`config.mk`:
```
export PLATFORM = sky130hd
export DESIGN_NAME = bounded_list_insert_delete_dump_core
export DESIGN_NICKNAME = d
export VERILOG_FILES = /design/src/sv/blid_pkg.sv /design/src/sv/blid_dpath.sv /design/src/sv/blid_ctrl.sv /design/src/sv/bounded_list_insert_delete_dump_core.sv
export SDC_FILE = /design/constraint.sdc
export NUM_CORES = 1
export LEC_CHECK = 0
export ABC_AREA = 1
export BUFFER_PORTS_ARGS = -buffer_cell sky130_fd_sc_hd__buf_2
export CAP_MARGIN = 20
export CELL_PAD_IN_SITES_DETAIL_PLACEMENT = 1
export CELL_PAD_IN_SITES_GLOBAL_PLACEMENT = 2
export CORE_AREA = 2 2 260 262
export CTS_BUF_LIST = sky130_fd_sc_hd__clkbuf_4 sky130_fd_sc_hd__clkbuf_8
export CTS_CLUSTER_DIAMETER = 80
export DETAILED_ROUTE_END_ITERATION = 16
export DIE_AREA = 0 0 262 264
export GPL_TIMING_DRIVEN = 0
export PLACE_DENSITY_LB_ADDON = 0.1
export SETUP_SLACK_MARGIN = 0.2
export SYNTH_ARGS = -nofsm -noshare
export SYNTH_HDL_FRONTEND = slang
export SYNTH_SLANG_ARGS = --single-unit
export TNS_END_PERCENT = 20
```
`constraint.sdc`:
```
create_clock -name clk -period 5.05 [get_ports clk]
set_input_delay 0.7575 -clock clk [delete_from_list [all_inputs] [get_ports clk]]
set_output_delay 0.7575 -clock clk [all_outputs]
set_load 0.05 [all_outputs]
```
`src/sv/blid_pkg.sv`:
```
`default_nettype none
// ----------------------------------------------------------------------------
// blid_pkg: shared types for the bounded list core
// Item and result payloads, mode and status codes, controller states and
// the command and status groups between controller and datapath.
// ----------------------------------------------------------------------------
package blid_pkg;

  // Default list depth
  localparam int LIST_DEPTH_DEF = 16;

  // Request modes
  typedef enum logic [1:0] {
    MODE_INSERT   = 2'd0,
    MODE_DELETE   = 2'd1,
    MODE_DUMP_OLD = 2'd2,
    MODE_DUMP_NEW = 2'd3
  } mode_t;

  // Result status codes
  typedef enum logic [1:0] {
    ST_OK       = 2'd0,
    ST_EMPTY    = 2'd1,
    ST_NOTFOUND = 2'd2,
    ST_FULL     = 2'd3
  } status_t;

  // Result value source
  typedef enum logic [1:0] {
    OSEL_ITEM  = 2'd0,
    OSEL_ZERO  = 2'd1,
    OSEL_RDATA = 2'd2
  } out_sel_t;

  // Controller states
  typedef enum logic [3:0] {
    S_IDLE,
    S_INS,
    S_RESP,
    S_DEL_RD,
    S_DEL_CMP,
    S_SH_RD,
    S_SH_WR,
    S_DMP_RD,
    S_DMP_OUT
  } state_t;

  // Input request payload
  typedef struct packed {
    mode_t              mode;
    logic signed [31:0] item_value;
  } in_item_t;

  // Result payload
  typedef struct packed {
    logic signed [31:0] out_value;
    status_t            status;
    logic               last;
  } out_item_t;

  // Controller to datapath commands
  typedef struct packed {
    logic     item_ld;
    logic     mem_we;
    logic     mem_re;
    logic     wr_shift;
    logic     out_ld;
    out_sel_t out_sel;
    status_t  out_status;
    logic     out_last;
  } dp_cmd_t;

  // Datapath to controller status
  typedef struct packed {
    logic match;
    logic out_free;
  } dp_sts_t;

endpackage

`default_nettype wire

```
`src/sv/blid_dpath.sv`:
```
`default_nettype none
// ----------------------------------------------------------------------------
// blid_dpath: list datapath
// Entry memory with registered read, request register, match compare and
// the result register that faces the output channel.
// ----------------------------------------------------------------------------
module blid_dpath
  import blid_pkg::*;
#(
  parameter int LIST_DEPTH = LIST_DEPTH_DEF
) (
  input  wire                 clk,
  input  wire                 rst_n,
  input  in_item_t            in_data,
  input  dp_cmd_t             cmd,
  input  wire  [((LIST_DEPTH > 1) ? $clog2(LIST_DEPTH) : 1)-1:0] mem_addr,
  output dp_sts_t             sts,
  output logic                out_valid,
  input  wire                 out_ready,
  output out_item_t           out_data
);

  localparam int AW = (LIST_DEPTH > 1) ? $clog2(LIST_DEPTH) : 1;

  logic signed [31:0] mem [LIST_DEPTH];
  logic signed [31:0] rdata_r;
  logic signed [31:0] item_value_r;
  logic signed [31:0] wdata;
  logic               out_valid_r;
  logic               out_valid_nxt;
  out_item_t          out_data_r;
  out_item_t          out_data_nxt;

  // Hold the accepted request value
  always_ff @(posedge clk) begin
    if (cmd.item_ld) begin
      item_value_r <= in_data.item_value;
    end
  end

  // Entry memory: one address, write or registered read
  assign wdata = cmd.wr_shift ? rdata_r : item_value_r;

  always_ff @(posedge clk) begin
    if (cmd.mem_we) begin
      mem[mem_addr[AW-1:0]] <= wdata;
    end
    if (cmd.mem_re) begin
      rdata_r <= mem[mem_addr[AW-1:0]];
    end
  end

  // Build the next result
  always_comb begin
    out_data_nxt.status = cmd.out_status;
    out_data_nxt.last   = cmd.out_last;
    unique case (cmd.out_sel)
      OSEL_ITEM:  out_data_nxt.out_value = item_value_r;
      OSEL_ZERO:  out_data_nxt.out_value = '0;
      OSEL_RDATA: out_data_nxt.out_value = rdata_r;
      default:    out_data_nxt.out_value = item_value_r;
    endcase
  end

  // Result register: load on command, drop when taken
  always_comb begin
    out_valid_nxt = out_valid_r;
    if (out_valid_r && out_ready) begin
      out_valid_nxt = 1'b0;
    end
    if (cmd.out_ld) begin
      out_valid_nxt = 1'b1;
    end
  end

  always_ff @(posedge clk) begin
    if (!rst_n) begin
      out_valid_r <= 1'b0;
    end else begin
      out_valid_r <= out_valid_nxt;
    end
  end

  always_ff @(posedge clk) begin
    if (cmd.out_ld) begin
      out_data_r <= out_data_nxt;
    end
  end

  assign sts.match    = (rdata_r == item_value_r);
  assign sts.out_free = !out_valid_r || out_ready;
  assign out_valid    = out_valid_r;
  assign out_data     = out_data_r;

endmodule

`default_nettype wire

```
`src/sv/blid_ctrl.sv`:
```
`default_nettype none
// ----------------------------------------------------------------------------
// blid_ctrl: list controller
// Sequences insert, search and shift for delete, and dumps; owns the entry
// count and the memory pointer.
// ----------------------------------------------------------------------------
module blid_ctrl
  import blid_pkg::*;
#(
  parameter int LIST_DEPTH = LIST_DEPTH_DEF
) (
  input  wire      clk,
  input  wire      rst_n,
  input  wire      in_valid,
  output logic     in_ready,
  input  mode_t    in_mode,
  input  dp_sts_t  sts,
  output dp_cmd_t  cmd,
  output logic [((LIST_DEPTH > 1) ? $clog2(LIST_DEPTH) : 1)-1:0] mem_addr
);

  localparam int AW = (LIST_DEPTH > 1) ? $clog2(LIST_DEPTH) : 1;
  localparam int CW = $clog2(LIST_DEPTH + 1);
  localparam logic [CW-1:0] FULL_CNT = CW'(LIST_DEPTH);
  localparam logic [CW-1:0] ONE      = CW'(1);

  state_t        state_r, state_nxt;
  logic [CW-1:0] count_r, count_nxt;
  logic [CW-1:0] ptr_r,   ptr_nxt;
  logic [CW-1:0] dcnt_r,  dcnt_nxt;
  mode_t         mode_r,  mode_nxt;
  status_t       resp_st_r, resp_st_nxt;
  logic          resp_zero_r, resp_zero_nxt;
  logic [CW-1:0] ptr_inc;
  logic [CW-1:0] ptr_dec;
  logic          dump_last;

  assign ptr_inc   = ptr_r + ONE;
  assign ptr_dec   = ptr_r - ONE;
  assign dump_last = ((dcnt_r + ONE) == count_r);

  // Hold state and counters
  always_ff @(posedge clk) begin
    if (!rst_n) begin
      state_r     <= S_IDLE;
      count_r     <= '0;
      ptr_r       <= '0;
      dcnt_r      <= '0;
      mode_r      <= MODE_INSERT;
      resp_st_r   <= ST_OK;
      resp_zero_r <= 1'b0;
    end else begin
      state_r     <= state_nxt;
      count_r     <= count_nxt;
      ptr_r       <= ptr_nxt;
      dcnt_r      <= dcnt_nxt;
      mode_r      <= mode_nxt;
      resp_st_r   <= resp_st_nxt;
      resp_zero_r <= resp_zero_nxt;
    end
  end

  // Next state and commands
  always_comb begin
    state_nxt     = state_r;
    count_nxt     = count_r;
    ptr_nxt       = ptr_r;
    dcnt_nxt      = dcnt_r;
    mode_nxt      = mode_r;
    resp_st_nxt   = resp_st_r;
    resp_zero_nxt = resp_zero_r;
    in_ready      = 1'b0;
    mem_addr      = ptr_r[AW-1:0];
    cmd           = '0;
    cmd.out_sel   = OSEL_ITEM;
    cmd.out_status = ST_OK;

    unique case (state_r)
      S_IDLE: begin
        in_ready = 1'b1;
        if (in_valid) begin
          cmd.item_ld   = 1'b1;
          mode_nxt      = in_mode;
          resp_zero_nxt = 1'b0;
          dcnt_nxt      = '0;
          unique case (in_mode)
            MODE_INSERT: begin
              state_nxt = S_INS;
            end
            MODE_DELETE: begin
              if (count_r == '0) begin
                resp_st_nxt = ST_EMPTY;
                state_nxt   = S_RESP;
              end else begin
                ptr_nxt   = count_r - ONE;
                state_nxt = S_DEL_RD;
              end
            end
            MODE_DUMP_OLD, MODE_DUMP_NEW: begin
              if (count_r == '0) begin
                resp_st_nxt   = ST_EMPTY;
                resp_zero_nxt = 1'b1;
                state_nxt     = S_RESP;
              end else begin
                ptr_nxt   = (in_mode == MODE_DUMP_OLD) ? '0 : (count_r - ONE);
                state_nxt = S_DMP_RD;
              end
            end
            default: state_nxt = S_IDLE;
          endcase
        end
      end

      // Append at the newest end unless full
      S_INS: begin
        if (count_r == FULL_CNT) begin
          resp_st_nxt = ST_FULL;
        end else begin
          mem_addr    = count_r[AW-1:0];
          cmd.mem_we  = 1'b1;
          count_nxt   = count_r + ONE;
          resp_st_nxt = ST_OK;
        end
        state_nxt = S_RESP;
      end

      // Emit the single result of insert, delete or an empty dump
      S_RESP: begin
        if (sts.out_free) begin
          cmd.out_ld     = 1'b1;
          cmd.out_sel    = resp_zero_r ? OSEL_ZERO : OSEL_ITEM;
          cmd.out_status = resp_st_r;
          cmd.out_last   = 1'b1;
          state_nxt      = S_IDLE;
        end
      end

      // Search newest to oldest
      S_DEL_RD: begin
        cmd.mem_re = 1'b1;
        state_nxt  = S_DEL_CMP;
      end

      S_DEL_CMP: begin
        priority if (sts.match) begin
          state_nxt = S_SH_RD;
        end else if (ptr_r == '0) begin
          resp_st_nxt = ST_NOTFOUND;
          state_nxt   = S_RESP;
        end else begin
          ptr_nxt   = ptr_dec;
          state_nxt = S_DEL_RD;
        end
      end

      // Close the gap: move entry ptr+1 down to ptr
      S_SH_RD: begin
        if (ptr_inc < count_r) begin
          mem_addr   = ptr_inc[AW-1:0];
          cmd.mem_re = 1'b1;
          state_nxt  = S_SH_WR;
        end else begin
          count_nxt   = count_r - ONE;
          resp_st_nxt = ST_OK;
          state_nxt   = S_RESP;
        end
      end

      S_SH_WR: begin
        cmd.mem_we   = 1'b1;
        cmd.wr_shift = 1'b1;
        ptr_nxt      = ptr_inc;
        state_nxt    = S_SH_RD;
      end

      // Dump one entry per read
      S_DMP_RD: begin
        cmd.mem_re = 1'b1;
        state_nxt  = S_DMP_OUT;
      end

      S_DMP_OUT: begin
        if (sts.out_free) begin
          cmd.out_ld     = 1'b1;
          cmd.out_sel    = OSEL_RDATA;
          cmd.out_status = ST_OK;
          cmd.out_last   = dump_last;
          if (dump_last) begin
            state_nxt = S_IDLE;
          end else begin
            dcnt_nxt  = dcnt_r + ONE;
            ptr_nxt   = (mode_r == MODE_DUMP_OLD) ? ptr_inc : ptr_dec;
            state_nxt = S_DMP_RD;
          end
        end
      end

      default: state_nxt = S_IDLE;
    endcase
  end

endmodule

`default_nettype wire

```
`src/sv/bounded_list_insert_delete_dump_core.sv`:
```
`default_nettype none
// ----------------------------------------------------------------------------
// bounded_list_insert_delete_dump_core: bounded ordered list of signed words
// Requests arrive on in_valid/in_ready with in_data (mode, item_value).
// Results leave on out_valid/out_ready with out_data (out_value, status,
// last). One request is processed at a time; in_ready is high only while
// the controller is idle.
// Insert: one result.
// Delete: one result; the search reads one entry at a time from the
// newest end, then the shift moves one entry down at a time. Dump: one
// result per entry, one entry at a time, as set by the single read port
// of the entry memory and its registered read.
// A full list refuses an insert with status full; an empty list answers a
// delete or a dump with one result of status empty.
// Reset clears the entry count and the result valid flag; entry contents are
// not cleared and need no pass. A stalled receiver holds the result
// register and the controller waits before loading the next result.
// ----------------------------------------------------------------------------
module bounded_list_insert_delete_dump_core
  import blid_pkg::*;
#(
  parameter int LIST_DEPTH = LIST_DEPTH_DEF
) (
  input  wire       clk,
  input  wire       rst_n,
  input  wire       in_valid,
  output logic      in_ready,
  input  in_item_t  in_data,
  output logic      out_valid,
  input  wire       out_ready,
  output out_item_t out_data
);

  localparam int AW = (LIST_DEPTH > 1) ? $clog2(LIST_DEPTH) : 1;

  dp_cmd_t       cmd;
  dp_sts_t       sts;
  logic [AW-1:0] mem_addr;

  // Controller
  blid_ctrl #(
    .LIST_DEPTH (LIST_DEPTH)
  ) u_ctrl (
    .clk      (clk),
    .rst_n    (rst_n),
    .in_valid (in_valid),
    .in_ready (in_ready),
    .in_mode  (in_data.mode),
    .sts      (sts),
    .cmd      (cmd),
    .mem_addr (mem_addr)
  );

  // Datapath
  blid_dpath #(
    .LIST_DEPTH (LIST_DEPTH)
  ) u_dpath (
    .clk       (clk),
    .rst_n     (rst_n),
    .in_data   (in_data),
    .cmd       (cmd),
    .mem_addr  (mem_addr),
    .sts       (sts),
    .out_valid (out_valid),
    .out_ready (out_ready),
    .out_data  (out_data)
  );

  // Busy after an accepted request
  a_busy_after_req: assert property (@(posedge clk) disable iff (!rst_n)
    (in_valid && in_ready) |=> !in_ready)
    else $error("request accepted while previous one still in work");

  // Never overwrite a waiting result
  a_no_overwrite: assert property (@(posedge clk) disable iff (!rst_n)
    cmd.out_ld |-> sts.out_free)
    else $error("result loaded while previous result not taken");

  // Error results always end their request
  a_err_last: assert property (@(posedge clk) disable iff (!rst_n)
    (out_valid && (out_data.status != ST_OK)) |-> out_data.last)
    else $error("non-ok result without last mark");

  // No memory write and read in the same cycle
  a_one_access: assert property (@(posedge clk) disable iff (!rst_n)
    !(cmd.mem_we && cmd.mem_re))
    else $error("memory written and read in one cycle");

endmodule

`default_nettype wire

```
==> impl_metrics.csv <==
group,metric,value,unit
route,vias,21500,
yosys,syn_nets,2851,
placement,portBuffers,74,
yosys,synth.avg_cell_area,10.1,um2
route,remaining_drc_errors,0,
finish,fillers,7429,
sta,drv_slew,0,
route,wl_per_cell,23.8,um
placement,post_dp_cell_area,30700,um2
worst_setup_path,cp-end-kind,"register",
yosys,syn_inst,2803,
grt,grt_use_total,0.278,
pwr,irDropWorstVdd,0.239,mV
min_path,hold_path.class,"input port to register",
clocking,cts_max_path_buffers,3,
die,fp.dieH,264,um
yosys,netlist.area_leader.share,0.646,
clocking,clock_sinks,636,
yosys,synth.most_common_cell,"nand2_1",
clocking,htree_levels,3,
finish,utilization,0.495,
finish,seq_area,18800,um2
finish,syn_to_final_growth,15.9,%
worst_setup_path,crit_family,"simple AND/OR/NAND/NOR gates",
placement,dp_hpwl,69.3,mm
worst_setup_path,cp_slowest_cell,"nor2_4",
finish,multi_input_area,8330,um2
finish,fin_nets,3086,
die,dieArea,69200,um2
die,start_util,0.427,
clocking,cts_tree,"done",
sta,tightestPinTransition,1.20,ns
sta,timing.final.ws_setup,0.368,ns
grt,grt_overflow,0,
placement,routabilityCongestion,0.849,
yosys,synthArstFlopShare,0,
yosys,synth_ff_type,"edfxtp_1",
grt,grt_pass1_vias,22900,
yosys,synth_edf_count,611,
pwr,p_leak,13.5,nW
grt,grt_pass1_wl,142,mm
worst_setup_path,cp_max_fo,18,
sta,whs,0.195,ns
finish,layout.cells.non_filler,4002,
yosys,synth_commonest_cells,"nand2_1 (1274), edfxtp_1 (611), nand4_1 (263)",
yosys,synth_area,28400,um2
clocking,clk_pin_slew,0.06,ns
die,coreArea,66600,um2
job,cap_violations,0,
worst_setup_path,crit_type,"register to register",
route,wirelength,95.2,mm
yosys,yosysWarnings,0,
sta,rsz0062_at_grt,"true",
yosys,ys_seq_area_frac,0.664,
worst_setup_path,arrival,5.10,ns
grt,grt_max_degree,29,
worst_setup_path,crit_path_start_kind,"register",
sta,skew,0.0346,ns
clocking,cts_buffers,111,
yosys,ys_types,35,
worst_setup_path,cp_data_required_time,5.46,ns
clocking,cts-root-buf,"clkbuf_8",
yosys,synth-seq-cells,636,
worst_setup_path,critPathLaunch,"u_ctrl.ptr_r[2]",
worst_setup_path,max_stage_delay,0.68,ns
outcome,status,"completed",
pwr,power,18.1,mW
yosys,synth_top_area_cell,"edfxtp_1",
route,drtAntennaViolNets,0,
sta,max_freq,214,MHz
die,ios,75,
sta,fin_crit_sh,0.927,
die,fp-row-count,95,
min_path,hold-path-cell-count,1,
sta,fin_crit,4.68,ns
route,dr.pass1.iters,5,
pwr,p_per_area,549,nW/um2
route,drt_iter0_markers,1585,
grt,antenna_found_initial,4,
min_path,hp-start,"in_data[17]",
finish,finalInstanceArea,32900,um2
worst_setup_path,regToRegStartpoint,"u_ctrl.ptr_r[2]",
worst_setup_path,crit_path_cell_trace,"clkbuf_1 -> nand3_1 -> xor2_1 -> ha_1 -> nand2_1 -> inv_1 -> a21oi_1 -> nand3_2 -> nand2_2 -> o21ai_2 -> inv_2 -> buf_2 -> buf_2 -> nand3_1 -> nor2_4 -> buf_16",
finish,drive_gt1_frac,0.148,
sta,setup_viol,0,
route,vias_per_cell,5.36,
placement,post-place-ws,0.299,ns
clocking,postCtsHoldBufs,0,
sta,hold_viol,0,
sta,setup-tns-final,0,ns
worst_setup_path,r2r_cells,16,
clocking,clk-insertion-delay-late,0.74,ns
placement,placed_cells,3790,
sta,relSlewSlack,0.201,
worst_setup_path,cp.depth,16,
die,die_x,262,um
yosys,synth.area.top_cells,"edfxtp_1 (65%), nand2_1 (17%), nand4_1 (5.8%)",
worst_setup_path,cp_num_buf_inv,6,
==> path summary, 6_finish.rpt <==
check	to	slack, ns
setup reg to reg	u_dpath.mem[13][16]	0.37
hold reg to reg	u_ctrl.mode_r[1]	0.48
setup / recovery	u_dpath.mem[13][16]	0.37
hold / removal	u_dpath.item_value_r[17]	0.19
==> state kept, by name, indices dropped and copies added, names as in the netlist <==
name                  flops
u_ctrl.mode_r             2
u_dpath.rdata_r          32
u_dpath.out_data         35
u_ctrl.count_r            5
u_ctrl.ptr_r              5
u_dpath.mem             512
u_dpath.item_value_r     32
u_ctrl.state_r            4
u_ctrl.resp_zero_r        1
u_ctrl.dcnt_r             5
u_ctrl.resp_st_r          2
u_dpath.out_valid         1
==> timing repair <==
action                                  4_1_cts  5_1_grt
endpoints found under the setup margin        0      339
hold endpoints to repair                      0        0
resized for setup                             0        0
buffers inserted                              0        8
==> final cells by class <==
type	count	area share
Inverter	170	0.0194
Antenna cell	1	0.0000760
Clock buffer	151	0.0563
Tap cell	873	0.0332
Sequential cell	636	0.572
Timing Repair Buffer	122	0.0327
Multi-Input combinational cell	1827	0.253
Buffer	170	0.0238
Clock inverter	52	0.00908
==> per-layer routing <==
| layer | global-route usage | vias up | share of wire |
|---|---|---|---|
| met5 | 0 | - | 0 |
| li1 | - | 10000 | - |
| met1 | 0.375 | 10700 | 0.44 |
| met2 | 0.461 | 569 | 0.48 |
| met4 | 0.0939 | 0 | 0.031 |
| met3 | 0.0374 | 183 | 0.046 |
==> logic make-up (layout without fill, tap and decap cells) <==
family / Yosys count / after routing / share of synthesized area
buf+inv: 340 / 665 / 0.0500
fa+ha+maj: 10 / 10 / 0.00441
xor+xnor: 35 / 35 / 0.0108
simple gates: 1657 / 1657 / 0.247
flops: 636 / 636 / 0.664
compound gates: 125 / 125 / 0.0245
other cells: 0 / 1 / 0
==> power by group <==
group | switching [mW] | internal [mW] | total (mW)
Clock | 2.18 | 2.47 | 4.65
Sequential | 0.210 | 6.75 | 6.96
Combinational | 4.80 | 1.67 | 6.48
==> cells in the final DEF (no fill, tap or decap), types with 16 or more instances in the layout <==
cell,instances
dfxtp_1,25
nor2_1,52
o22ai_1,16
xnor2_1,23
o21ai_1,19
nor2_4,20
buf_2,181
o21ai_0,39
nand3_1,33
nand4_1,263
buf_4,25
clkbuf_1,53
nand2_1,1274
a21oi_1,24
inv_1,163
clkinv_1,30
clkbuf_8,115
clkbuf_4,36
edfxtp_1,611
(Power assumes the default switching activity.)
